--- src/sv/assert_macros.svh ---
// Assertion helpers used by the collision manifold back end.
// Both macros expect a clock named clk and an active-low reset named arst_n.
`ifndef ASSERT_MACROS_SVH
`define ASSERT_MACROS_SVH

`define CM2_ASSERT_ALWAYS(lbl, cond, msg) \
	lbl: assert property (@(posedge clk) disable iff (!arst_n) (cond)) else $error(msg);

`define CM2_ASSERT_IMPL(lbl, ante, cons, msg) \
	lbl: assert property (@(posedge clk) disable iff (!arst_n) (ante) |-> (cons)) \
		else $error(msg);

`endif

--- src/sv/cm2_pkg.sv ---
// ----------------------------------------------------------------------------
// Collision manifold package
// Shared constants, pair kinds and the queue status bundle.
// ----------------------------------------------------------------------------
package cm2_pkg;

	localparam int FRAC_BITS_DEF   = 16;
	localparam int COORD_WIDTH_DEF = 32;
	localparam int QUEUE_DEPTH     = 2;

	typedef enum logic [1:0] {
		OP_BOX_BOX       = 2'd0,
		OP_CIRCLE_CIRCLE = 2'd1,
		OP_CIRCLE_BOX    = 2'd2,
		OP_BOX_CIRCLE    = 2'd3
	} op_t;

	typedef struct packed {
		logic full;
		logic empty;
	} q_status_t;

endpackage

--- src/sv/cm2_queue.sv ---
// ----------------------------------------------------------------------------
// Collision manifold item queue
// Short first-in first-out store between the front and back ends.
// ----------------------------------------------------------------------------
module cm2_queue #(
	parameter int EW    = 8 * cm2_pkg::COORD_WIDTH_DEF - 4,
	parameter int DEPTH = cm2_pkg::QUEUE_DEPTH
) (
	input  logic               clk,
	input  logic               arst_n,
	input  logic               push,
	input  logic [EW-1:0]      wdata,
	input  logic               pop,
	output logic [EW-1:0]      rdata,
	output cm2_pkg::q_status_t status
);

	localparam int PW = (DEPTH > 1) ? $clog2(DEPTH) : 1;
	localparam int NW = $clog2(DEPTH + 1);

	logic [EW-1:0] mem_q [0:DEPTH-1];
	logic [PW-1:0] wr_q;
	logic [PW-1:0] rd_q;
	logic [NW-1:0] count_q;

	assign status.full  = (count_q == NW'(DEPTH));
	assign status.empty = (count_q == '0);
	assign rdata        = mem_q[rd_q];

	always_ff @(posedge clk or negedge arst_n) begin
		if (!arst_n) begin
			wr_q    <= '0;
			rd_q    <= '0;
			count_q <= '0;
		end else begin
			if (push) begin
				wr_q <= (wr_q == PW'(DEPTH - 1)) ? '0 : wr_q + 1'b1;
			end
			if (pop) begin
				rd_q <= (rd_q == PW'(DEPTH - 1)) ? '0 : rd_q + 1'b1;
			end
			if (push && !pop) begin
				count_q <= count_q + 1'b1;
			end else if (pop && !push) begin
				count_q <= count_q - 1'b1;
			end
		end
	end

	always_ff @(posedge clk) begin
		if (push) begin
			mem_q[wr_q] <= wdata;
		end
	end

endmodule

--- config.mk ---
export PLATFORM = sky130hd
export DESIGN_NAME = cm2_queue
export DESIGN_NICKNAME = d
export VERILOG_FILES = /design/src/sv/assert_macros.svh /design/src/sv/cm2_pkg.sv /design/src/sv/cm2_queue.sv
export SDC_FILE = /design/constraint.sdc
export NUM_CORES = 1
export LEC_CHECK = 0
export ABC_AREA = 0
export BUFFER_PORTS_ARGS = -buffer_cell sky130_fd_sc_hd__buf_2
export CORE_AREA = 2 2 205 207
export DETAILED_ROUTE_END_ITERATION = 7
export DIE_AREA = 0 0 207 209
export PLACE_DENSITY = 0.75
export SYNTH_ARGS = -nofsm -noshare
export SYNTH_HDL_FRONTEND = slang
export SYNTH_SLANG_ARGS = --single-unit
--- constraint.sdc ---
create_clock -name clk -period 11.65 [get_ports clk]
set_input_delay 0 -clock clk [delete_from_list [all_inputs] [get_ports clk]]
set_output_delay 0 -clock clk [all_outputs]
set_load 0.02 [all_outputs]
Word-level counts from Yosys, hierarchy flattened

Memory sizes are Yosys's and may differ from the RTL's.
Index checks and enable logic that the tools add are counted.

RAM bits: 504
Bits of input ports: 256
Logic and storage cells: 21
Register bits: 4
Memories: 1

Reduce and logical (&&, ||, !) cells: 6
Mux-type cells: 6
Add/sub/neg operators: 4
Eq/ne operators: 1

Memory list:

| memory | depth | width | read ports | clocked after Yosys merged registers in | write ports | RTL line        | source |
|---|---|---|---|---|---|---|---|
| mem_q  | 2     | 252   | 1          | 0                                       | 1           | cm2_queue.sv:21 | `logic [EW-1:0] mem_q [0:DEPTH-1];` |

Operators by type and width:

| cell                                                                | count |
|---|---|
| 1-bit two-way mux                                                   | 4 |
| 2-bit two-way mux                                                   | 2 |
| 1-bit adder (second input constant)                                 | 2 |
| 2-bit by 1-bit adder with 2-bit output (second input constant)      | 1 |
| 2-bit equality test (second input constant)                         | 1 |
| 1-bit logical AND                                                   | 2 |
| 1-bit zero test                                                     | 2 |
| 2-bit zero test                                                     | 1 |
| 2-bit nonzero test                                                  | 1 |
| 2-bit by 1-bit subtractor with 2-bit output (second input constant) | 1 |

Longest topological paths before layout

Gate-level depths: netlist (run 1).

Depth in word-level cells: 4
Depth in mapped cells: 5
Gate-level depth less buffers: 5

Worst setup path before layout (run 1)

No wires, ideal clock.

Kind: reg-to-reg
Start point: register wr_q
End point: memory mem_q[0][0] (netlist bit), enable pin
Path slack: -0.754 ns
Setup time: 0.900 ns
Arrival time: 11.505 ns
Cell stages (with the launch flop): 2
Buffers on the path: 0
Clock period less this slack: 12.404 ns
Cells stage by stage: dfrtp_1 > nor2b_1

RTL lines:

| item                   | RTL line        | source |
|---|---|---|
| from (decl)            | cm2_queue.sv:22 | `logic [PW-1:0] wr_q;` |
| from (signal assigned) | cm2_queue.sv:37 | `wr_q <= (wr_q == PW'(DEPTH - 1)) ? '0 : wr_q + 1'b1;` |
| to (decl)              | cm2_queue.sv:21 |  |

No word-level cell before the write port.

Worst setup path in the final report (run 1)

Start point: register rd_q
End point: output rdata[139]

Word-level cells in the longest chain between the ends: 1

Ends and longest elaborated chain:

| item                   | RTL line        | source |
|---|---|---|
| from (decl)            | cm2_queue.sv:23 | `logic [PW-1:0] rd_q;` |
| from (signal assigned) | cm2_queue.sv:40 | `rd_q <= (rd_q == PW'(DEPTH - 1)) ? '0 : rd_q + 1'b1;` |
| memory 2 x 252 bit     | n/a             |  |
| to (decl)              | cm2_queue.sv:14 | `output logic [EW-1:0] rdata,` |

No other way between the ends.

==> results.txt, run 1 <==
The run finished with clean final reports. The post-route worst hold slack was 0.1604 ns. The share of total power in the clock network was 23.9%. TritonCTS built the clock tree. In the synthesized netlist, the number of instances is 800. The share of the cycle needed by the critical path after routing is 33.56%, and the worst clock skew is 0.02291 ns.

The setup TNS is 0 ns, and the via-per-instance ratio is 4.951. Data arrives at the worst endpoint at 3.91 ns. The number of register bits inferred by synthesis is 508, and the biggest fanout along the worst timing path is 64. 510 I/O pins were placed. Net switching is 32.41% of the power. The startpoint identified for the worst register-to-register timing path is wr_q. The number of unique standard cell types used by synthesis is 13.

The net switching power is 2.004 mW. The logs give 0 for the setup-violating endpoint count in the final report and 41290 sq um for the core area. The pin slew with the least headroom to its limit was 1.146 ns; the number of buffer cells added on primary ports was 509. The number of global-route vias before repair was 11540. After the first detailed-routing iteration, the DRC count stood at 569.

Leaving out fill and tap cells, the most frequent cell in the layout is buf_2. The tool flagged a number of max-cap violations equal to 0. The initial antenna violation count came out at 4.

The slowest stage of the critical path is the dfrtp_4 cell. The worst register-to-register path ends at mem_q[0][155]. Once layout is done, the placed cells without fillers occupy 26190 sq um. The clock latency on the worst-skew pair is 0.56 ns. Across all layers, the routed design uses 10790 vias.

The tools report the max-slew violation total from the final report as 0. In this run the power density over the cells is 236.0 nW/um^2. The total congestion overflow is 0, and the share of final-layout standard cells stronger than drive strength 1 is 51.65%. The mean instance size in the synthesized netlist was 23.83 sq um; the total number of placement rows was 75.

The tools report the area taken by flip-flops and latches as 15240 sq um. The worst setup path is of the reg2out kind. The tools report the critical path data required time as 11.65 ns. For the leakage power total, the log shows 10.40 nW.

The endpoint type of the worst setup path was an output pin. The wire length of the first global-routing pass is 66.30 mm. For this run, the detailed router's first-pass iteration total came to 4.

After detailed routing, the number of remaining DRC violations is 0. Overall power of the completed layout: 6.182 mW. The starting density of the core was 46.17%. The number of hold-slack violations in the final timing report is 0, and the die boundary height is 209 um. The worst register-to-register path has a depth of 3.

In this run the worst hold path is classified as in2reg. The critical path capture point was rdata[139]. Remaining antenna violation count after routing: 0. Post-CTS timing repair inserted 0 buffers for setup.

For the cell area reported after detailed placement, the log shows 22110 sq um. Wires add up to 44.94 mm. After filler insertion, the fill cell instance count of the layout stands at 2743. The logs give 0.8151 for the routability congestion estimate and 256 for the number of hold buffers added after cts. The H-tree was split into 2 levels.

The signed area change from the synthesized netlist to the final layout came out at 37.39%. The overall global routing resource usage was 19.98%; the mapped cell area was 19060 sq um. Entering global routing, the biggest net connects 79 pins.

The clock passes through at most 3 buffers. The HPWL after detailed placement is 27.61 mm. Measured against its own limit, the worst slew margin works out to 23.41%.

Setup repair after global routing left no endpoint under its margin. In this run the clock root is driven by a clkbuf_16. Walking the worst path, the cells encountered are buf_4, buf_4, mux2_4, buf_2. Buffers inserted during clock tree synthesis total 50. The clock-pin slew reported for the worst setup and hold paths after clock tree synthesis came out at 0.06 ns.

The most numerous cell type found on the critical path is buf_4. The horizontal die dimension was 207 um; the net total in the final layout was 1856. Synthesis produced a netlist with a net count of 1057. The die covers 43260 sq um. The run gives 41.5% as the sequential share of power. Post-CTS repair changed the size of 0 cells. The fraction of power consumed by combinational cells was 34.6%; the area of the multi-input gates was 3568 sq um. Based on the critical path, the design can be clocked at up to 255.8 MHz.

Nature of the critical path startpoint: a register. Across the VDD grid, the largest voltage drop is 231.1 uV. The smallest clock period supported by the final layout is computed as 3.909 ns. The tools report the proportion of synthesized chip area in sequential cells as 79.92%. Leaving out fill and tap cells, the most frequent cells in the layout are 509 x buf_2, 504 x edfxtp_1, 256 x dlygate4sd3_1. The internal power of the cells totals 4.178 mW.

The setup slack of the most critical reg-to-reg path was 8.05 ns. Clock tree synthesis found a total of 508 sinks. The Yosys step of the flow raised 0 warnings. For this run, the slowest stage of the critical path takes 0.97 ns. The critical path starts at rd_q. In the final routed layout, each cell accounts on average for 20.61 um.
[area by class of cell]
cell class,instances,area share [%]
clock buffer,64,5.222
sequential,508,58.19
antenna,3,0.02867
inverter,1,0.01433
multi-input combinational,263,13.63
tap,539,2.575
clock inverter,27,0.5494
timing repair buffer,775,19.80
[synthesized netlist by cell type, drive strengths merged]
| library cell | count | share of area (%) |
|---|---|---|
| buf | 28 | 1.4 |
| mux2 | 252 | 18 |
| nor2b | 2 | 0.066 |
| xnor2 | 1 | 0.046 |
| xor2 | 4 | 0.18 |
| ha | 1 | 0.066 |
| inv | 1 | 0.020 |
| and2 | 1 | 0.033 |
| nor2 | 2 | 0.039 |
| edfxtp | 504 | 79 |
| dfrtp | 4 | 0.53 |
[metrics by stage]
stage          util, %  instances  setup slack [ns]
2_1_floorplan        -        800             4.215
6_report         63.43       2180             7.741
3_3_place_gp     53.54       1830             8.104
4_1_cts          63.41       2177             7.727
5_1_grt          63.43       2180             7.577
3_5_place_dp     53.54       1830             8.009
[critical path, delay by kind of cell (launching register included)]
family | cells | cell delay, ns
buffers and inverters | 3 | 1.81
muxes | 1 | 0.38
DFF | 1 | 0.97
[kinds of logic after synthesis]
| kind of cell | share of synthesized area, % |
|---|---|
| xor gates and xnor gates | 0.2297 |
| adders and majority gates | 0.06563 |
| muxes | 18.23 |
| DFF | 79.92 |
| buffers and inverters | 1.411 |
| and+or+nand+nor | 0.1379 |
[state kept, by name, indices dropped and copies added (netlist names)]
signal / count
rd_q: 1
wr_q: 1
mem_q: 504
count_q: 2
[power groups by stage]
stage	sequential (mW)	clock (mW)	combinational, mW
floorplan	2.61	0	1.54
detailed placement	2.60	0	2.06
finish	2.57	1.48	2.14
CTS	2.57	1.50	2.14
global route	2.60	1.57	2.24
global placement	2.58	0	2.04
[layer usage]
metal,wire [um],vias to the layer above,track usage [%]
met5,0,-,0
met4,1719,0,9.557
met3,2656,106,4.644
met2,23860,453,35.92
met1,16700,5438,22.42
li1,-,4796,-
[worst min-delay path by stage]
stage	from	endpoint	slack, ns	cells past startpoint
4_1_cts	wdata[23]	mem_q[0][23]	0.11	2
3_3_place_gp	arst_n	count_q[1]	-0.19	1
6_report	wdata[223]	mem_q[1][223]	0.16	2
2_1_floorplan	arst_n	count_q[0]	-0.30	0
3_5_place_dp	arst_n	count_q[1]	-0.19	1
5_1_grt	wdata[121]	mem_q[1][121]	0.13	2
No activity file was read; power rests on OpenSTA's default activity.
==> run 2, diff against run 1 <==
Settings changed: CORE_AREA 2 2 205 207 to 2 2 199 201, DIE_AREA 0 0 207 209 to 0 0 201 203, PLACE_DENSITY 0.75 to 0.76.
Clock period 11.65 ns to 3.8 ns, I/O delays scaled along.
==> run 2 against run 1 <==
Against the previous run:
- core utilization grew 5.0 points
- flip-flop and latch count stayed put
- register-to-register slack worse by 6.1 ns
- clock-buffer cell count increased by 7
- non-clock buffer count up 5
- combinational power increased to 3.1 times the previous value
- hold slack lost 0.011 ns
- sequential power grew to 3.1 times the previous value
- routed wire length grew 3.0%
- largest cell class unchanged
==> results.txt, run 2 (synthesized netlist as in run 1, its figures left out) <==
The worst register-to-register path begins at wr_q. The count of cells resized by post-cts repair is 0 (unchanged), and the post-detailed-route DRC marker count is 0 (unchanged). The flow ran to the end, and the final reports show no timing, DRC or antenna violations. The length of routed met2 wiring was 24.75 mm (+3.7%).

For the leakage power total, the log shows 10.47 nW (+0.71%). The number of flip-flops under the largest register name is 504 (unchanged). The commonest non-fill, non-tap cell in the layout was buf_2.

The final wirelength was 46.27 mm (+3.0%). The number of CTS-inserted buffers came out at 50 (unchanged). The clock-pin slew reported for the worst setup and hold paths after clock tree synthesis was 0.06 ns (about the same); the instance count along the most critical hold path was 2 (unchanged).

The number of buffer cells added on primary ports is 509 (unchanged), and the die boundary height is 203 um (-2.9%). In the layout the commonest cells are 509 x buf_2, 504 x edfxtp_1, 256 x dlygate4sd3_1. The met3 wire length was 3.021 mm (+14%). In this run the critical register-to-register path is captured at mem_q[1][33]. The logs give 2 (unchanged) for the number of H-tree branching levels and 3.80 ns (-7.85 ns) for the critical path data required time.

For the post-detailed-placement half-perimeter wirelength, the log shows 27.93 mm (+1.2%). Signed area change from the synthesized netlist to the final layout: 38.13%. The register with the most flip-flops is mem_q. STA classifies the critical path endpoint as an output pin. The pin count of the biggest net entering global routing is 129 (+63%). The largest vdd supply drop was 615.6 uV (+170%); the max-slew violation total from the final report was 0 (unchanged). The final core area utilization is 68.45% (+5.0 points), and the setup-violating endpoint count in the final report is 0 (unchanged). The worst-case headroom to the max-slew limit came out at 44.87% (+21 points). The root buffer selected by CTS is clkbuf_16. The signal on the critical path passes through buf_4, mux2_2, buf_2.

The data arrival time of the critical path is 2.65 ns (-1.26 ns), and the post-CTS setup buffer count is 0 (unchanged). The filler cell count is 2371 (-14%), and the post-route met1 wirelength is 16.82 mm (+0.68%). The number of global-route vias before repair was 11800 (+2.2%). The area of the die was 40800 sq um (-5.7%).

The logs give 0.01050 ns (-0.01241 ns) for the worst clock skew and 22190 sq um (+0.39%) for the cell area reported after detailed placement. The total congestion overflow was 0 (unchanged); the final standard cell area without fillers was 26330 sq um (+0.54%). The highest metal layer carrying signal wires in the routed design is met4.

The largest registers in the layout are mem_q (504), count_q (2). The logs give 4 (unchanged) for the first-pass iteration count of the detailed router and 508 (unchanged) for the clock sink count. The share of final-layout standard cells stronger than drive strength 1 is 51.22% (-0.43 points).

The worst-case reg-to-reg path depth is 2 (-1), and the post-detailed-route wirelength per cell is 21.35 um (+3.6%). Among all stages on the critical path, the largest delay is contributed by dfrtp_4. Setup repair after global routing left no endpoint under its margin. The setup TNS is 0 ns (unchanged). The power density of the placed cells came out at 729.5 nW/um^2 (+210%). In this run the worst hold path is classified as in2reg. The count of maximum capacitance violations came out at 0 (unchanged). The horizontal die dimension came out at 201 um (-2.9%).

TritonCTS built the clock tree. The initial antenna violation count was 4 (unchanged); the maximum buffer depth of the clock tree was 3 (unchanged). The end point of the most critical hold path is mem_q[0][137]. The pin slew with the least headroom to its limit was 0.8269 ns (-0.3195 ns); the remaining antenna violation count after routing was 0 (unchanged). The worst hold path begins at wdata[137]. Biggest fanout along the worst timing path: 50 (-22%).

For the number of hold-slack violations in the final timing report, the log shows 0 (unchanged). The logs give 72 (-4.0%) for the total number of placement rows and 38470 sq um (-6.8%) for the core area. The clock latency on the worst-skew pair is 0.57 ns (about the same), and the time the worst path needs with I/O delays and setup is 2.653 ns. Kind of critical path: reg2out.

The tools report the net total in the final layout as 1861 (+0.27%). Based on the critical path, the design can be clocked at up to 376.9 MHz. Critical path's largest stage delay: 0.91 ns (-0.06 ns).

The tools report the iteration-0 DRC count of the detailed router as 732 (+29%). The tools report the setup slack of the most critical reg-to-reg path as 1.95 ns (-6.10 ns). The via-per-instance ratio came out at 5.045 (+1.9%). Nature of the critical path startpoint: a register.

The starting density of the core came out at 49.55% (+3.4 points). The wire length of the first global-routing pass came out at 68.48 mm (+3.3%). The logs give 510 (unchanged) for the boundary pin count and 0.1493 ns (-0.01113 ns) for the post-route worst hold slack.

The share of the cycle needed by the critical path after routing was 69.83%; the overall via count from detail_route was 10930 (+1.3%). The overall global routing resource usage came out at 22.29% (+2.3 points). The routability congestion estimate was 0.8069 (-1.0%).
## run 2: where the power goes
part | switching [mW] | internal, mW
Combinational | 3.82 | 2.86
Sequential | 0.403 | 7.44
Clock | 1.96 | 2.73
## run 2: stage by stage
step	total power [mW]	setup slack [ns]	std cells
6_report	19.21	1.147	2167
5_1_grt	19.92	1.038	2165
4_1_cts	19.23	1.141	2160
3_5_place_dp	14.34	1.772	1814
3_3_place_gp	14.23	1.805	1814
2_1_floorplan	12.57	-0.7866	800
## run 2: layout make-up
class                   instances  area (sq um)  share of cell area [%]
repair buffers                780          5298                   20.12
inverters                       1         3.754                 0.01426
diodes                          7         17.52                 0.06653
flip-flops and latches        508         15240                   57.87
well taps                     518         648.1                   2.462
multi-input cells             263          3568                   13.55
clock inverters                19         132.6                  0.5037
clock buffers                  71          1424                   5.408
## run 2: repair_timing
| action | CTS | global route |
|---|---|---|
| hold buffers | 256 | 0 |
| endpoints found under the setup margin | 0 | 0 |
| hold endpoints to repair | 512 | 0 |
## run 2: worst max-delay path by stage
stage                     start           to  slack, ns  cells after the start
after floorplan            wr_q  mem_q[0][0]      -0.79                      1
after global placement     rd_q   rdata[245]       1.80                      3
after detailed placement   rd_q     rdata[0]       1.77                      3
after CTS                  rd_q    rdata[41]       1.14                      3
after global routing       rd_q    rdata[40]       1.04                      3
final                      rd_q    rdata[40]       1.15                      3
## run 2: per-layer routing
| metal | GRT usage, % | up-vias |
|---|---|---|
| li1 | - | 4819 |
| met1 | 24.99 | 5509 |
| met2 | 40.42 | 500 |
| met3 | 4.928 | 105 |
| met4 | 10.61 | 0 |
| met5 | 0 | - |
## run 2: worst max-delay path, delay by kind of cell (launching register included)
family | cells | cell delay (ns)
buffers and inverters | 2 | 0.69
flip-flops | 1 | 0.91
multiplexers | 1 | 0.41
==> run 3, diff against run 2 <==
Settings changed: ABC_AREA 0 to 1, CORE_AREA 2 2 199 201 to 2 2 205 207, DIE_AREA 0 0 201 203 to 0 0 207 209, PLACE_DENSITY 0.76 to 0.75.
Clock period 3.8 ns to 2.2 ns, I/O delays scaled along.
==> run 3 against run 2 <==
Against the previous run:
- sequential share of layout area down 0.53 points
- setup slack worse by 1.1 ns
- register-to-register slack worse by 1.4 ns
- via count down 0.93%
- critical path type unchanged
- largest cell class unchanged
==> results.txt, run 3 <==
Ranked by total cell area, the synthesized netlist is headed by edfxtp_1 79%, mux2_4 13%, mux2_2 4.8%, buf_6 1.2%, dfrtp_1 0.52%. The kind of cell with the highest combined delay along the critical path is buffers and inverters. Yosys instantiated no cell more often than edfxtp_1.

The data arrival time of the critical path was 2.11 ns (-0.54 ns); the worst path buffer plus inverter count was 3 (+1). The logs give 10.58 nW (+1.0%) for the leakage power total and 36.2% (+1.4 points) for the fraction of power consumed by combinational cells. The critical path's largest stage delay works out to 0.47 ns (-0.44 ns). The sequential share of power is 40.1% (-0.7 points), and the final core area utilization is 64.35% (-4.1 points). The count of flip-flops with a built-in enable after synthesis is 504 (unchanged). The clock latency on the worst-skew pair came out at 0.57 ns (about the same). Cell taking the most area after synthesis: edfxtp_1.

The cell at the slowest stage of the critical path was dfrtp_4. The clock-pin slew reported for the worst setup and hold paths after clock tree synthesis is 0.06 ns (about the same), and the overall power of the completed layout is 33.24 mW (+73%). The run gives 0.1547 ns (+0.005416 ns) as the post-route worst hold slack.

Counting instances in the post-synthesis netlist gives the leading cell types as 504 x edfxtp_1, 170 x mux2_4, 82 x mux2_2. The post-detailed-placement half-perimeter wirelength came out at 27.38 mm (-1.9%). The fraction of power spent switching nets was 32.43% (+0.26 points); the routability congestion estimate was 0.7990 (-0.98%). The tools report the worst clock skew as 0.01171 ns (+0.001214 ns). The number of standard cells in the final layout excluding fillers was 2212 (+2.1%); the largest vdd supply drop was 880.9 uV (+43%). The pin slew with the least headroom to its limit works out to 0.6382 ns (-0.1887 ns). The total of warnings raised by yosys came out at 0 (unchanged). The library cell used most frequently in the layout, excluding fill and tap cells, is buf_2. The number of buffer cells added on primary ports was 509 (unchanged). The routed design could run at a clock period as short as 2.112 ns.

The setup TNS came out at 0 ns (unchanged). Leaving out fill and tap cells, the most frequent cells in the layout are 509 x buf_2, 504 x edfxtp_1, 256 x dlygate4sd3_1. The overall via count from detail_route is 10830 (-0.93%). The post-placement worst setup slack is 0.6136 ns (-1.159 ns). The biggest fanout along the worst timing path is 47 (-6.0%).

Cell area reported after detailed placement: 22430 sq um (+1.1%). The tools report the wire length of the first global-routing pass as 67.41 mm (-1.6%). The signed area change from the synthesized netlist to the final layout is 39.25%, and the number of hold-slack violations in the final timing report is 0 (unchanged). The number of register bits inferred by synthesis came out at 508 (unchanged).

Pin count of the biggest net entering global routing: 97 (-25%). The instance count along the most critical hold path was 2 (unchanged); the total number of placement rows was 75 (+4.2%). CTS placed an instance of clkbuf_16 at the clock tree root. The kind of critical path is reg2out. The largest registers in the layout are mem_q (504), count_q (2). TritonCTS built the clock tree. The post-detailed-route DRC marker count is 0 (unchanged). The number of gates on the worst path with buffers counted is 4 (+1). The most used flip-flop cell after synthesis is edfxtp_1.

The run gives 0 (unchanged) as the remaining antenna violation count after routing. The post-CTS setup buffer count came out at 0 (unchanged). STA classifies the critical path endpoint as an output pin. The worst-case reg-to-reg path depth was 3 (+1); the slack of the critical path was 0.08790 ns (-1.059 ns). The mean instance size in the synthesized netlist works out to 23.59 sq um (-1.0%).

The count of maximum capacitance violations is 0 (unchanged), and the final wirelength is 45.41 mm (-1.9%). The total congestion overflow is 0 (unchanged). The iteration-0 DRC count of the detailed router is 598 (-18%), and the mapped cell area is 19080 sq um (+0.11%). The number of H-tree branching levels is 2 (unchanged).

The share of final-layout standard cells stronger than drive strength 1 is 51.71% (+0.49 points). The die boundary height was 209 um (+3.0%). For the core area, the log shows 41290 sq um (+7.3%). The share of the cycle needed by the critical path after routing came out at 96.00%.

For the critical path data required time, the log shows 2.20 ns (-1.60 ns). The worst setup path is launched from a register. Setup repair after global routing left no endpoint under its margin.

The run finished with clean final reports. More flip-flops sit in one register than any other, and that register is mem_q. The fraction of synthesized cell area taken by the top area cell type is 79.31% (-0.083 points).

The logs give 51 (+2.0%) for the number of CTS-inserted buffers and 22.46 mW (+72%) for the internal power. The max-slew violation total from the final report is 0 (unchanged), and the starting density of the core is 46.22% (-3.3 points). The via-per-instance ratio was 4.896 (-2.9%). For the worst-case headroom to the max-slew limit, the log shows 57.45% (+13 points).

The tools report the boundary pin count as 510 (unchanged). Walking the worst path, the cells encountered are buf_12, buf_16, mux2_4, buf_2. Area of the die: 43260 sq um (+6.0%). The maximum buffer depth of the clock tree was 3 (unchanged). The number of flip-flops under the largest register name came out at 504 (unchanged).

The worst hold path belongs to the class in2reg. The logs give 1066 (+0.85%) for the total nets after synthesis and 23.7% (-0.7 points) for the share of total power in the clock network. The power density of the placed cells was 1251 nW/um^2 (+71%). The overall global routing resource usage was 20.20% (-2.1 points); the initial antenna violation count was 8 (+4).

The logs give 5 (+1) for the first-pass iteration count of the detailed router and 79.84% (-0.084 points) for the proportion of synthesized chip area in sequential cells. Instance count after placement with tap cells included: 1854 (+2.2%). The setup-violating endpoint count in the final report was 0 (unchanged); the net switching power was 10.78 mW (+74%).

The number of cells produced by synthesis was 809 (+1.1%). The fraction of registers with async set/reset is 0.7874% (unchanged), and the number of global-route vias before repair is 11540 (-2.2%). The post-detailed-route wirelength per cell was 20.53 um (-3.9%); the net total in the final layout was 1882 (+1.1%). The horizontal die dimension works out to 207 um (+3.0%). The clock sink count is 508 (unchanged). Timing would allow up to 473.5 MHz. For the number of unique standard cell types used by synthesis, the log shows 14 (+1). The final standard cell area without fillers was 26570 sq um (+0.92%).
==> run 3: cell count changes after synthesis, sizes merged <==
cell   before  now
nor2b       2    0
nor2        2    3
nand3       0    1
nand4       0    1
inv         1    7
nand2       0    5
xor2        4    2
and2        1    0
==> run 3: what timing repair did <==
item,in CTS,in global routing
endpoints found under the setup margin,0,20
hold buffers,256,0
resized for setup,0,3
hold endpoints to repair,512,0
==> run 3: kinds of logic (layout without fill, tap and decap cells) <==
| family | count (synthesis) | count (layout) | share of synthesized area (%) |
|---|---|---|---|
| xor gates and xnor gates | 3 | 3 | 0.1377 |
| and+or+nand+nor | 10 | 10 | 0.2164 |
| other | 0 | 8 | 0 |
| buffers and inverters | 35 | 891 | 1.528 |
| muxes | 252 | 252 | 18.22 |
| DFF | 508 | 508 | 79.84 |
| adders and majority gates | 1 | 1 | 0.06556 |
==> run 3: layout make-up <==
type	count	area, sq um
Tap cell	539	674.4
Inverter	7	30.03
Antenna cell	8	20.02
Clock buffer	62	1360
Clock inverter	31	153.9
Sequential cell	508	15240
Multi-Input combinational cell	266	3566
Fill cell	2739	14720
Timing Repair Buffer	791	5529
==> run 3: power groups by stage <==
stage	clock (mW)	sequential (mW)	combinational (mW)
2_1_floorplan	0	13.6	8.15
3_3_place_gp	0	13.4	11.4
3_5_place_dp	0	13.5	11.5
4_1_cts	8.01	13.3	11.9
5_1_grt	8.42	13.5	12.6
6_report	7.87	13.3	12.0
==> run 3: layer usage <==
| metal | share of wire, % | wire (um) | track usage (%) |
|---|---|---|---|
| met1 | 38 | 17260 | 23.67 |
| met2 | 52 | 23780 | 35.98 |
| met3 | 6.3 | 2860 | 4.989 |
| met4 | 3.3 | 1499 | 7.537 |
| met5 | 0 | 0 | 0 |
==> run 3: path summary, 6_finish.rpt <==
check,startpoint,to,slack (ns)
setup / recovery,rd_q,rdata[94],0.09
hold / removal,wdata[242],mem_q[0][242],0.15
setup reg to reg,wr_q,mem_q[0][134],0.57
hold reg to reg,count_q[1],count_q[1],0.54
max in group asynchronous,arst_n,rd_q,1.65
min in group asynchronous,arst_n,count_q[1],0.36
