`src/sv/assert_macros.svh`:
```
// Assertion helpers used by the collision manifold back end.
// Both macros expect a clock named clk and an active-low reset named arst_n.
`ifndef ASSERT_MACROS_SVH
`define ASSERT_MACROS_SVH

`define CM2_ASSERT_ALWAYS(lbl, cond, msg) \
	lbl: assert property (@(posedge clk) disable iff (!arst_n) (cond)) else $error(msg);

`define CM2_ASSERT_IMPL(lbl, ante, cons, msg) \
	lbl: assert property (@(posedge clk) disable iff (!arst_n) (ante) |-> (cons)) \
		else $error(msg);

`endif

```
`src/sv/cm2_pkg.sv`:
```
// ----------------------------------------------------------------------------
// Collision manifold package
// Shared constants, pair kinds and the queue status bundle.
// ----------------------------------------------------------------------------
package cm2_pkg;

	localparam int FRAC_BITS_DEF   = 16;
	localparam int COORD_WIDTH_DEF = 32;
	localparam int QUEUE_DEPTH     = 2;

	typedef enum logic [1:0] {
		OP_BOX_BOX       = 2'd0,
		OP_CIRCLE_CIRCLE = 2'd1,
		OP_CIRCLE_BOX    = 2'd2,
		OP_BOX_CIRCLE    = 2'd3
	} op_t;

	typedef struct packed {
		logic full;
		logic empty;
	} q_status_t;

endpackage

```
`src/sv/cm2_front.sv`:
```
// ----------------------------------------------------------------------------
// Collision manifold front end
// Accepts a pair, classifies it and forms the offsets and box sizes.
// ----------------------------------------------------------------------------
module cm2_front #(
	parameter int CW = cm2_pkg::COORD_WIDTH_DEF,
	parameter int EW = 8 * CW - 4
) (
	input  logic                    clk,
	input  logic                    arst_n,
	input  logic                    start,
	output logic                    busy,
	input  logic [1:0]              operation,
	input  logic signed [CW-1:0]    a_x,
	input  logic signed [CW-1:0]    a_y,
	input  logic [CW-2:0]           a_width,
	input  logic [CW-2:0]           a_height,
	input  logic [CW-3:0]           a_radius,
	input  logic signed [CW-1:0]    b_x,
	input  logic signed [CW-1:0]    b_y,
	input  logic [CW-2:0]           b_width,
	input  logic [CW-2:0]           b_height,
	input  logic [CW-3:0]           b_radius,
	input  cm2_pkg::q_status_t      q_status,
	output logic                    push,
	output logic [EW-1:0]           entry
);

	logic                accept;
	logic                valid_s1;
	logic [EW-1:0]       entry_s1;
	logic signed [CW:0]  dx;
	logic signed [CW:0]  dy;
	logic [CW-2:0]       sxa, sya, sxb, syb;

	assign busy   = valid_s1 && q_status.full;
	assign accept = start && !busy;
	assign push   = valid_s1 && !q_status.full;
	assign entry  = entry_s1;

	always_comb begin
		if (operation == cm2_pkg::OP_BOX_CIRCLE) begin
			dx = {a_x[CW-1], a_x} - {b_x[CW-1], b_x};
			dy = {a_y[CW-1], a_y} - {b_y[CW-1], b_y};
		end else begin
			dx = {b_x[CW-1], b_x} - {a_x[CW-1], a_x};
			dy = {b_y[CW-1], b_y} - {a_y[CW-1], a_y};
		end
		case (operation)
			cm2_pkg::OP_CIRCLE_BOX: begin
				sxa = {a_radius, 1'b0};
				sya = {a_radius, 1'b0};
				sxb = b_width;
				syb = b_height;
			end
			cm2_pkg::OP_BOX_CIRCLE: begin
				sxa = {b_radius, 1'b0};
				sya = {b_radius, 1'b0};
				sxb = a_width;
				syb = a_height;
			end
			default: begin
				sxa = a_width;
				sya = a_height;
				sxb = b_width;
				syb = b_height;
			end
		endcase
	end

	always_ff @(posedge clk or negedge arst_n) begin
		if (!arst_n) begin
			valid_s1 <= 1'b0;
		end else if (accept) begin
			valid_s1 <= 1'b1;
		end else if (push) begin
			valid_s1 <= 1'b0;
		end
	end

	always_ff @(posedge clk) begin
		if (accept) begin
			entry_s1 <= {operation, dx, dy, sxa, sya, sxb, syb, a_radius, b_radius};
		end
	end

endmodule

```
`config.mk`:
```
export PLATFORM = sky130hd
export DESIGN_NAME = cm2_front
export DESIGN_NICKNAME = d
export VERILOG_FILES = /design/src/sv/assert_macros.svh /design/src/sv/cm2_pkg.sv /design/src/sv/cm2_front.sv
export SDC_FILE = /design/constraint.sdc
export NUM_CORES = 1
export LEC_CHECK = 0
export ABC_AREA = 1
export BUFFER_PORTS_ARGS = -buffer_cell sky130_fd_sc_hd__buf_2
export CORE_AREA = 10 10 217 219
export CTS_CLUSTER_DIAMETER = 200
export DETAILED_ROUTE_END_ITERATION = 16
export DIE_AREA = 0 0 227 229
export GPL_TIMING_DRIVEN = 0
export PLACE_DENSITY_LB_ADDON = 0.25
export SLEW_MARGIN = 20
export SYNTH_ARGS = -nofsm -noshare
export SYNTH_HDL_FRONTEND = slang
export SYNTH_SLANG_ARGS = --single-unit
```
`constraint.sdc`:
```
create_clock -name clk -period 26.6 [get_ports clk]
set_input_delay 1.33 -clock clk [delete_from_list [all_inputs] [get_ports clk]]
set_output_delay 1.33 -clock clk [all_outputs]
set_load 0.005 [all_outputs]
```
Word-level counts from Yosys, hierarchy flattened
Index checks and enable logic that the tools add are counted.
W data, S select, Z words.

storage, ports and cells
  ROM bits = 0
  memory bits (writable) = 0
  word-level logic and storage cells = 22
  memories = 0
  latch bits = 0
  register bits = 253

operators by class
  $add $sub $neg = 4
  divide/modulo/power cells = 0
  shift operators = 0
  equal/unequal tests = 2
  bitwise operators = 0
  mux-type cells = 8
  $lt $le $gt $ge = 0
  $mul = 0
  reduce and logical (&&, ||, !) cells = 6

operators by type and width
  cell                  number
  $sub A32 B32 Y33      4
  $pmux W31 S2          2
  $mux W33              2
  $mux W31              2
  $eq A2 B2 Y1 const B  2
  $logic_and A1 B1 Y1   3
  $logic_not A1 Y1      2
  $mux W1               2
  $reduce_bool A2 Y1    1

Longest topological paths before layout
Gate-level depths: netlist (run 1).

  depth after elaboration = 4
  gate-level depth with buffers = 17

Worst setup path before layout (run 1)
No wires, ideal clock.

  path kind = input to register
  start point = input q_status[1] in the netlist's numbering
  end point = register entry_s1[0] (netlist: entry[0]), enable pin
  slack = 13.768 ns
  arrival time = 11.959 ns
  data required time = 25.728 ns
  cell stages on the path = 3
  path buffers = 0
  library setup time = 0.872 ns
  cells stage by stage = nand2_1 > inv_1 > nor2_1

on the way
  cells in the longest elaborated chain, start to end = 3

RTL lines
  what                  RTL line         RTL
  start, declared       cm2_front.sv:24  input cm2_pkg::q_status_t q_status,
  $logic_and A1 B1 Y1   cm2_front.sv:36  assign busy = valid_s1 && q_status.full;
  named net busy        cm2_front.sv:12  output logic busy,
  $logic_not A1 Y1      cm2_front.sv:37  assign accept = start && !busy;
  $logic_and A1 B1 Y1   cm2_front.sv:37
  named net accept      cm2_front.sv:29  logic accept;
  end signal, assigned  cm2_front.sv:83  entry_s1 <= {operation, dx, dy, sxa, sya, sxb, syb, a_radius, b_radius};
  end, declared         cm2_front.sv:31  logic [EW-1:0] entry_s1;

The timed path passes the listed nets, and every way through them passes these cells.
A chain may end at the register's enable or synchronous reset.

Worst setup path in the final report (run 1)
  start point = input operation[0]
  end point = register entry_s1[120] (netlist: entry[120]), data pin

on the way
  cells in the longest elaborated chain, start to end = 2

RTL lines
  what               RTL line         RTL
  start, declared    cm2_front.sv:13  input logic [1:0] operation,
  $eq A2 B2 Y1       cm2_front.sv:49  case (operation)
  $mux W31           cm2_front.sv:49
  named net sxb[29]  cm2_front.sv:34  logic [CW-2:0] sxa, sya, sxb, syb;

The timed path passes the listed nets, and every way through them passes these cells.

==> summary.md, run 1 <==
| Metric | Value |
|---|---|
| DRT Pass-1 Iters | `7` |
| Post-Synth Simple-Gate Area | `0.3046` |
| Area delta synth->final | `24.64%` |
| Min-delay src | `valid_s1` |
| Max FO, Critical Path | `10` |
| First-pass GRT wire length | `122700 um` |
| Combinational share of power | `0.283` |
| Slew of the pin with the lowest slew margin | `948.3 ps` |
| Initial cell density of the core | `0.4532` |
| Layout Nets | `approximately 3800` |
| Slew Limit Fails | `0` |
| Count of final setup violators | `0` |
| Global route overflow | `0` |
| Slowest stage delay, CP | `780 ps` |
| Clock network power share | `0.322` |
| Vias/cell | `slightly above 5` |
| Synth Flop Type | `edfxtp_1` |
| LEAKAGE | `around 13 nW` |
| Die Span X | `227 um` |
| R2R cell count | `8` |
| Reg2reg setup slack | `roughly 24000 ps` |
| Synth cell types | `33` |
| Worst-path clk slew | `~60 ps` |
| Worst R2R Start | `valid_s1` |
| Library cell with the largest summed area after synthesis | `edfxtp_1` |
| Final Cycle Share | `0.1295` |
| Reg2reg end | `entry[240]` |
| Antenna violations before repair | `25` |
| Switching share of total power | `0.3416` |
| Final hold violation count | `0` |
| Syn_nets | `3220` |
| Largest net degree at the start of global routing | `30` |
| Family with the most delay on the worst path | `buffers and inverters` |
| Inserted Clock Buffers | `29` |
| Adder-cell share of the synthesized area | `0.08691` |
| Slew headroom | `0.3678` |
| Clock Sinks | `253` |
| Sequential Area | `7592 sq um` |
| Max IR drop VDD | `0.05685 mV` |
| Critical Path RT | `26880 ps` |
| Most frequent CP cell | `buf_2` |
| Most common cell after layout, fill and taps aside | `nand2_1` |
| CTS tree | `built` |
| Clock buffer depth | `3` |
| Core box area | `42700 sq um` |
| WP data arrival | `3730 ps` |
| Max cap viols | `0` |
| WL/cell | `roughly 22 um` |
| NetSw | `0.4245 mW` |
| Placement Setup Slack | `22600 ps` |
| Crit-path cells | `buf_2, nand2_1, buf_2, buf_1, clkbuf_1, o21ai_0` |
| Cells on Worst Hold Path | `2` |
| Fraction of the mapped netlist area in compound gates | `0.06880` |
| Vias | `20352` |
| CTS-repair resized insts | `0` |
| Port bufs | `571` |
| CP bufs+invs | `4` |
| GPL Wtd Cong | `1.000` |
| Number of H-tree levels | `1` |
| Share of post-route cells with drive strength above 1 | `0.2145` |
| Ys Warns | `0` |
| Total global routing track utilization | `0.3157` |
| Startpoint Class | `input port` |
| Worst hold-check path type | `flop to flop` |
| Synth Area per Inst | `6.988 sq um` |
| FP Rows | `76` |
| Synth Instances | `2769` |
| Cts hold-fix bufs | `0` |
| IO Pins | `roughly 570` |
| Power share of the sequential group | `0.394` |
| Setup WS post-layout | `23160 ps` |
| Area of the multi-input gates | `around 9300 sq um` |
| Die area | `51980 sq um` |
| Critical path endpoint category | `flop` |
| FMAX | `0.2903 GHz` |
| Pint | `between 0.8 and 0.9 mW` |
| Status | `finished clean` |
| Skew final | `26.63 ps` |
| Post-synth ARST share | `0.003953` |
| Most frequent cells in the layout | `1086 x nand2_1, 595 x buf_2, 565 x inv_1` |
| Synthesized cell area | `19350 sq um` |
| Sequential area share after synthesis | `0.3924` |
| Die height | `229 um` |
| Drt drc | `0` |
| Fin crit period | `between 3000 and 4000 ps` |
| Hold Path End | `valid_s1` |
| Post-DRT Antenna Nets | `0` |
| Final setup TNS | `0 ps` |
| Crit path max-delay cell type | `clkbuf_1` |
| Share of the synthesized area in the top cell type | `0.3911` |
| Vias in the first global route | `19373` |
| Number of synthesized flops with an enable pin | `252` |
| #FFs+latches synth | `253` |
| RSZ-0062 raised after global routing | `false` |
| PwrDens | `between 50 and 60 nW/um^2` |
| Largest family of logic cells by synthesized area | `simple AND/OR/NAND/NOR gates` |
| Post-synthesis mux area share | `0.002134` |
| HPWL Detailed | `72070 um` |
| Ranking of synthesized cells by area | `edfxtp_1 39%, nand2_1 21%, inv_1 11%, ha_1 8.3%, o21ai_0 3.9%` |
| Worst skew pair latency | `approximately 600 ps` |
| Post-Synth XOR/XNOR Area | `0.01856` |
| Post-CTS Setup Repair Bufs | `0` |
| Root buffer cell | `clkbuf_16` |
| Filler cell count | `4167` |
| Total wire length | `around 86000 um` |
| First-iteration detailed-routing DRC count | `2031` |
| Crit Path Class | `input port to flop` |
-- how the worst max path moves through the flow --
stage                       startpoint    endpoint  slack [ps]  cells after the start
after floorplan            q_status[1]    entry[0]       13770                      3
after global placement     q_status[1]  entry[238]        9090                      4
after detailed placement  operation[0]  entry[120]       22600                      6
after CTS                 operation[0]  entry[120]       23210                      6
after global routing      operation[0]  entry[120]       23170                      6
final                     operation[0]  entry[120]       23160                      6
-- metrics by stage --
stage	hold slack [ps]	instances	area [sq um]	power [mW]	util
floorplan	455.7	2769	19350	0.6961	-
global placement	497.7	3886	22890	0.8460	0.5361
detailed placement	491.4	3897	23160	0.8435	0.5425
CTS	499.8	3950	24080	1.245	0.5639
global route	505.3	3963	24110	1.301	0.5647
finish	518.8	3966	24120	1.243	0.5649
-- flip-flops by register name, indices dropped and copies added (netlist names) --
| name | count |
|---|---|
| entry | 252 |
| valid_s1 | 1 |
-- worst min-delay path, cell delays in order (launching register included) --
cell,delay [ps]
dfrtp_1,360
nand2_1,70
nand2_1,50
-- synth_stat cells, drive strengths merged (2+ instances only) --
cell type / count
o21ai: 154
edfxtp: 252
fa: 4
mux2i: 3
ha: 128
xor2: 33
clkbuf: 24
o21bai: 11
nand4: 33
nand3b: 7
o21a: 2
inv: 579
a21oi: 84
nand3: 133
nand2: 1102
nor3: 9
xnor2: 8
buf: 36
a21o: 4
nor2: 158
-- metal layers --
metal  up-vias  wire length, um  track usage
met2       970            39820       0.5206
met1      9402            34020       0.3823
met5         -               80            0
met3       179             7701      0.06901
li1       9789                -            -
met4        12             4338       0.1558
-- cell families (layout without fill, tap and decap cells) --
group           count (synthesis)  in the layout
other cells                     0             16
compound gates                256            256
fa+ha+maj                     132            132
flops                         253            253
simple gates                 1444           1444
mux                             4              4
xor+xnor                       41             41
buf+inv                       639           1274
-- power by group through the flow --
stage | clock, mW | combinational, mW | sequential [mW]
4_1_cts | 0.407 | 0.348 | 0.490
6_report | 0.401 | 0.352 | 0.490
5_1_grt | 0.422 | 0.388 | 0.492
2_1_floorplan | 0 | 0.187 | 0.509
3_3_place_gp | 0 | 0.336 | 0.510
3_5_place_dp | 0 | 0.346 | 0.497
-- cell type report --
type	instances	share of cell area
Multi-Input combinational cell	1877	0.3862
Sequential cell	253	0.3148
Timing Repair Buffer	582	0.1295
Inverter	579	0.09012
Clock buffer	31	0.03040
Tap cell	546	0.02833
Buffer	60	0.01152
Clock inverter	22	0.007471
Antenna cell	16	0.001660
Power figures use the tool's default switching activity.
==> inputs of run 2 (changes only) <==
--- a/config.mk
+++ b/config.mk
@@ -7,10 +7,10 @@
 export LEC_CHECK = 0
 export ABC_AREA = 1
 export BUFFER_PORTS_ARGS = -buffer_cell sky130_fd_sc_hd__buf_2
-export CORE_AREA = 10 10 217 219
+export CORE_AREA = 10 10 214 216
 export CTS_CLUSTER_DIAMETER = 200
 export DETAILED_ROUTE_END_ITERATION = 16
-export DIE_AREA = 0 0 227 229
+export DIE_AREA = 0 0 224 226
 export GPL_TIMING_DRIVEN = 0
 export PLACE_DENSITY_LB_ADDON = 0.25
 export SLEW_MARGIN = 20
==> constraint.sdc (replaced) <==
create_clock -name clk -period 3.35 [get_ports clk]
set_input_delay 0.1675 -clock clk [delete_from_list [all_inputs] [get_ports clk]]
set_output_delay 0.1675 -clock clk [all_outputs]
set_load 0.005 [all_outputs]
==> summary.md, run 2 (synthesis results as in run 1) <==
| Metric | Value |
|---|---|
| Fin crit period | `around 3200 ps` |
| Crit Path Class | `input port to flop (unchanged)` |
| Antenna violations before repair | `8 (was 25)` |
| Final hold violation count | `0 (unchanged)` |
| Initial cell density of the core | `0.4655 (was 0.4532)` |
| Global route overflow | `0 (unchanged)` |
| Largest net degree at the start of global routing | `30 (unchanged)` |
| Hold WS | `8.025 ps (was 518.8 ps)` |
| Slew headroom | `0.3392 (was 0.3678)` |
| Cells on Worst Hold Path | `3 (was 2)` |
| Clock Sinks | `253 (unchanged)` |
| First-iteration detailed-routing DRC count | `2609 (was 2031)` |
| Final Cycle Share | `0.9416` |
| Sequential Area | `7592 sq um (unchanged)` |
| Skew final | `9.506 ps (was 26.63 ps)` |
| Die height | `226 um (was 229 um)` |
| Most common cell after layout, fill and taps aside | `nand2_1 (unchanged)` |
| Vias | `21916 (was 20352)` |
| Slew Limit Fails | `0 (unchanged)` |
| Max FFs per register | `252 (unchanged)` |
| Vias in the first global route | `21180 (was 19373)` |
| Placement Setup Slack | `328.5 ps (was 22600 ps)` |
| Filler cell count | `3622 (was 4167)` |
| Hold Path End | `entry[161] (was valid_s1)` |
| GPL Wtd Cong | `0.9906 (was 1.000)` |
| PwrDens | `394.1 nW/um^2 (was 51.52 nW/um^2)` |
| Number of H-tree levels | `1 (unchanged)` |
| R2R cell count | `7 (was 8)` |
| Worst skew pair latency | `580 ps (was 600 ps)` |
| Post-CTS Setup Repair Bufs | `0 (unchanged)` |
| DRT Pass-1 Iters | `6 (was 7)` |
| Worst R2R Start | `valid_s1 (unchanged)` |
| Setup WS post-layout | `195.8 ps (was 23160 ps)` |
| Status | `finished clean (unchanged)` |
| Critical path endpoint category | `flop (unchanged)` |
| Core box area | `41570 sq um (was 42700 sq um)` |
| Die Span X | `224 um (was 227 um)` |
| Clock buffer depth | `3 (unchanged)` |
| Worst-path clk slew | `70 ps (was 60 ps)` |
| Worst hold-check path type | `input port to flop (was flop to flop)` |
| Share of post-route cells with drive strength above 1 | `0.2018 (was 0.2145)` |
| CTS tree | `built (unchanged)` |
| LEAKAGE | `14.21 nW (was 13.29 nW)` |
| Port bufs | `571 (unchanged)` |
| FMAX | `roughly 0.32 GHz` |
| WL/cell | `21.34 um (was 21.67 um)` |
| Die area | `50620 sq um (was 51980 sq um)` |
| Inserted Clock Buffers | `30 (was 29)` |
| Slew of the pin with the lowest slew margin | `991.2 ps (was 948.3 ps)` |
| Layout Nets | `4044 (was 3833)` |
| Max IR drop VDD | `0.4384 mV (was 0.05685 mV)` |
| FP Rows | `75 (was 76)` |
| Total wire length | `88840 um (was 85950 um)` |
| Vias/cell | `5.264 (was 5.132)` |
| First-pass GRT wire length | `129200 um (was 122700 um)` |
| Reg2reg end | `entry[198] (was entry[240])` |
| Most frequent cells in the layout | `1086 x nand2_1, 595 x buf_2, 564 x inv_1 (was 1086 x nand2_1, 595 x buf_2, 565 x inv_1)` |
| Area of the multi-input gates | `9314 sq um (unchanged)` |
| Root buffer cell | `clkbuf_16 (unchanged)` |
| IO Pins | `573 (unchanged)` |
| Max FO, Critical Path | `10 (unchanged)` |
| Post-DRT Antenna Nets | `0 (unchanged)` |
| Min-delay src | `a_width[8] (was valid_s1)` |
| Max cap viols | `0 (unchanged)` |
| Startpoint Class | `input port (unchanged)` |
| Count of final setup violators | `0 (unchanged)` |
| Area delta synth->final | `35.75% (was 24.64%)` |
| HPWL Detailed | `68920 um (was 72070 um)` |
| Critical Path RT | `3610 ps (was 26880 ps)` |
| Drt drc | `0 (unchanged)` |
| Total power | `10.35 mW (was 1.243 mW)` |
| Total global routing track utilization | `0.3340 (was 0.3157)` |
| RSZ-0062 raised after global routing | `false (unchanged)` |
| WP data arrival | `3410 ps (was 3730 ps)` |
| Reg2reg setup slack | `1060 ps (was 24410 ps)` |
run 2: cell count changes in the layout (fill, tap and decap cells not counted), sizes merged:
cell and change:
buf -1, clkinv -3, dlygate4sd3 +211, clkbuf +6, diode -9, inv -2
bufinv +2
run 2: worst max-delay path by stage:
stage	slack, ps	start	endpoint
2_1_floorplan	-1290	valid_s1	entry[0]
3_3_place_gp	-2870	valid_s1	entry[213]
3_5_place_dp	330	operation[0]	entry[116]
4_1_cts	350	operation[1]	entry[116]
5_1_grt	260	operation[0]	entry[116]
6_report	200	operation[0]	entry[116]
run 2: final cells by class:
| class | instances | share of cell area |
|---|---|---|
| Tap cell | 539 | 0.02567 |
| Antenna cell | 7 | 0.0006669 |
| Buffer | 60 | 0.01057 |
| Timing Repair Buffer | 792 | 0.1982 |
| Multi-Input combinational cell | 1877 | 0.3546 |
| Clock buffer | 37 | 0.03039 |
| Sequential cell | 253 | 0.2890 |
| Inverter | 579 | 0.08274 |
| Clock inverter | 19 | 0.008098 |
run 2: routing by layer:
layer	vias up	wire (um)	track usage
li1	10201	-	-
met5	-	13	0
met4	2	5404	0.1928
met1	10059	33720	0.4026
met2	1396	41220	0.5539
met3	258	8484	0.05915
run 2: critical path: stages:
cell           delay (ps)
dlygate4sd3_1         580
buf_2                 180
nand2_1               190
buf_2                 380
buf_1                 790
clkbuf_1              800
o21ai_0               320
run 2: timing repair:
action,CTS,global route
resized for setup,0,0
hold endpoints to repair,171,1
hold buffers,210,1
run 2: stage by stage:
step	utilization	cells	area (sq um)	setup TNS [ps]
after floorplan	-	2769	19360	-324270
after global placement	0.5506	3879	22890	-712200
after detailed placement	0.5563	3889	23130	0
after CTS	0.6312	4155	26240	0
after global routing	0.6318	4162	26270	0
final	0.6319	4163	26270	0
run 2: report_power, final:
| part | total, mW | internal, mW | switching, mW |
|---|---|---|---|
| registers | 3.89 | 3.82 | 0.0773 |
| logic | 3.04 | 1.11 | 1.93 |
| clock network | 3.42 | 2.01 | 1.42 |
==> inputs of run 3 (changes only) <==
--- a/config.mk
+++ b/config.mk
@@ -7,10 +7,12 @@
 export LEC_CHECK = 0
 export ABC_AREA = 1
 export BUFFER_PORTS_ARGS = -buffer_cell sky130_fd_sc_hd__buf_2
-export CORE_AREA = 10 10 214 216
+export CELL_PAD_IN_SITES_DETAIL_PLACEMENT = 1
+export CELL_PAD_IN_SITES_GLOBAL_PLACEMENT = 2
+export CORE_MARGIN = 10
+export CORE_UTILIZATION = 28
 export CTS_CLUSTER_DIAMETER = 200
 export DETAILED_ROUTE_END_ITERATION = 16
-export DIE_AREA = 0 0 224 226
 export GPL_TIMING_DRIVEN = 0
 export PLACE_DENSITY_LB_ADDON = 0.25
 export SLEW_MARGIN = 20
==> summary.md, run 3 (synthesis results as in run 1) <==
| Metric | Value |
|---|---|
| Core box area | `68590 sq um (was 41570 sq um)` |
| Count of final setup violators | `0 (unchanged)` |
| Area delta synth->final | `37.80% (was 35.75%)` |
| Setup WS post-layout | `229.4 ps (was 195.8 ps)` |
| Vias/cell | `4.633 (was 5.264)` |
| Die height | `282.9 um (was 226 um)` |
| Most frequent cells in the layout | `1086 x nand2_1, 595 x buf_2, 564 x inv_1 (unchanged)` |
| Global route overflow | `0 (unchanged)` |
| DRT Pass-1 Iters | `5 (was 6)` |
| Crit Path Class | `input port to flop (unchanged)` |
| Final setup TNS | `0 ps (unchanged)` |
| Critical path endpoint category | `flop (unchanged)` |
| Root buffer cell | `clkbuf_16 (unchanged)` |
| Crit-path cells | `dlygate4sd3_1, buf_2, nand2_1, buf_2, buf_1, clkbuf_1, o21ai_0 (unchanged)` |
| CTS tree | `built (unchanged)` |
| Drt drc | `0 (unchanged)` |
| Antenna violations before repair | `16 (was 8)` |
| Max FO, Critical Path | `10 (unchanged)` |
| WP data arrival | `3350 ps (was 3410 ps)` |
| Final hold violation count | `0 (unchanged)` |
| Status | `finished clean (unchanged)` |
| Placement Setup Slack | `263.1 ps (was 328.5 ps)` |
| FP Rows | `96 (was 75)` |
| Share of post-route cells with drive strength above 1 | `0.2040 (was 0.2018)` |
| Family with the most delay on the worst path | `buffers and inverters (unchanged)` |
| Number of H-tree levels | `2 (was 1)` |
| Clock Sinks | `253 (unchanged)` |
| Slew Limit Fails | `0 (unchanged)` |
| Slew headroom | `0.3033 (was 0.3392)` |
| Total global routing track utilization | `0.2491 (was 0.3340)` |
| Startpoint Class | `input port (unchanged)` |
| Critical Path RT | `3580 ps (was 3610 ps)` |
| Vias in the first global route | `22490 (was 21180)` |
| Inserted Clock Buffers | `34 (was 30)` |
| Switching share of total power | `0.3410 (was 0.3303)` |
| Worst skew pair latency | `560 ps (was 580 ps)` |
| Crit path max-delay cell type | `clkbuf_1 (unchanged)` |
| Max FFs per register | `252 (unchanged)` |
| Most common cell after layout, fill and taps aside | `nand2_1 (unchanged)` |
| CP bufs+invs | `5 (unchanged)` |
| First-pass GRT wire length | `147900 um (was 129200 um)` |
| HPWL Detailed | `83840 um (was 68920 um)` |
| Largest net degree at the start of global routing | `29 (was 30)` |
| Slowest stage delay, CP | `850 ps (was 800 ps)` |
| LEAKAGE | `14.15 nW (was 14.21 nW)` |
| NetSw | `3.667 mW (was 3.419 mW)` |
| First-iteration detailed-routing DRC count | `1328 (was 2609)` |
| Post-DRT Antenna Nets | `0 (unchanged)` |
| Most frequent CP cell | `buf_2 (unchanged)` |
| Max IR drop VDD | `0.3105 mV (was 0.4384 mV)` |
| Worst hold-check path type | `input port to flop (unchanged)` |
| RSZ-0062 raised after global routing | `false (unchanged)` |
| WL/cell | `22.83 um (was 21.34 um)` |
| Layout Nets | `4025 (was 4044)` |
| Clock buffer depth | `3 (unchanged)` |
| Slew of the pin with the lowest slew margin | `1045 ps (was 991.2 ps)` |
| PwrDens | `403.3 nW/um^2 (was 394.1 nW/um^2)` |
| Power share of the sequential group | `0.362 (was 0.376)` |
| Vias | `21058 (was 21916)` |
| Combinational share of power | `0.289 (was 0.293)` |
| Final Cycle Share | `0.9315 (was 0.9416)` |
| Die Span X | `282.9 um (was 224 um)` |
| IO Pins | `573 (unchanged)` |
| Pint | `7.086 mW (was 6.932 mW)` |
| Die area | `80020 sq um (was 50620 sq um)` |
| Worst-path clk slew | `60 ps (was 70 ps)` |
| Post-Layout Cell Count | `4545 (was 4163)` |
| Clock network power share | `0.349 (was 0.331)` |
| Fin crit period | `3121 ps (was 3154 ps)` |
| GPL Wtd Cong | `0.8964 (was 0.9906)` |
| Placed insts | `4282 (was 3889)` |
| Max cap viols | `0 (unchanged)` |
| Port bufs | `571 (unchanged)` |
| Skew final | `18.33 ps (was 9.506 ps)` |
| Filler cell count | `8735 (was 3622)` |
| Total wire length | `103800 um (was 88840 um)` |
| Initial cell density of the core | `0.2821 (was 0.4655)` |
| FMAX | `0.3205 GHz (was 0.3170 GHz)` |
[run 3: cell type report]
class,count,area [sq um],area share
Clock buffer,42,912.1,0.03421
Antenna cell,16,40.04,0.001502
Multi-Input combinational cell,1877,9314,0.3493
Tap cell,931,1165,0.04369
Buffer,60,277.8,0.01042
Timing Repair Buffer,769,4995,0.1873
Sequential cell,253,7592,0.2847
Inverter,579,2173,0.08151
Clock inverter,18,195.2,0.007320
[run 3: routing by layer]
| metal | part of all wire | vias to the layer above | wire [um] | GRT usage |
|---|---|---|---|---|
| met3 | 0.065 | 148 | 6749 | 0.04472 |
| met5 | 0 | - | 0 | 0 |
| met4 | 0.044 | 0 | 4617 | 0.1144 |
| met2 | 0.48 | 676 | 50240 | 0.4369 |
| met1 | 0.41 | 10062 | 42160 | 0.2913 |
| li1 | - | 10172 | - | - |
[run 3: power by group through the flow]
stage          sequential (mW)  clock (mW)  combinational [mW]
2_1_floorplan             3.99           0                1.49
3_3_place_gp              3.98           0                2.78
3_5_place_dp              3.95           0                2.88
4_1_cts                   3.89        3.84                3.10
5_1_grt                   3.91        3.95                3.44
6_report                  3.90        3.75                3.10
[run 3: path summary, 6_finish.rpt]
check | startpoint | to | slack (ps) | depth (start not counted)
max | operation[1] | entry[119] | 230 | 7
min | a_width[17] | entry[170] | 30 | 3
max reg2reg | valid_s1 | entry[54] | 620 | 9
min reg2reg | valid_s1 | entry[191] | 850 | 3
max in group asynchronous | arst_n | valid_s1 | 2670 | 3
min in group asynchronous | arst_n | valid_s1 | 580 | 3
[run 3: worst register-to-register path, stage by stage (launching register included)]
cell     delay, ps
dfrtp_1        390
nand2_1        100
inv_2           60
nor2_4         510
buf_12         290
buf_16         200
buf_12         220
buf_12         230
buf_16         200
buf_12         210
[run 3: repair_timing]
action / in CTS / in global routing
hold buffers: 187 / 0
hold endpoints to repair: 166 / 0
setup buffers: 0 / 0
resized for setup: 0 / 0
[run 3: metrics by stage]
stage	cell area [sq um]	power [mW]	util	hold WS (ps)
floorplan	19360	5.479	-	-128.1
global placement	23380	6.762	0.3409	-55.35
detailed placement	23650	6.835	0.3448	-54.66
CTS	26620	10.83	0.3882	0.4633
global route	26660	11.31	0.3887	33.58
finish	26660	10.75	0.3888	25.60
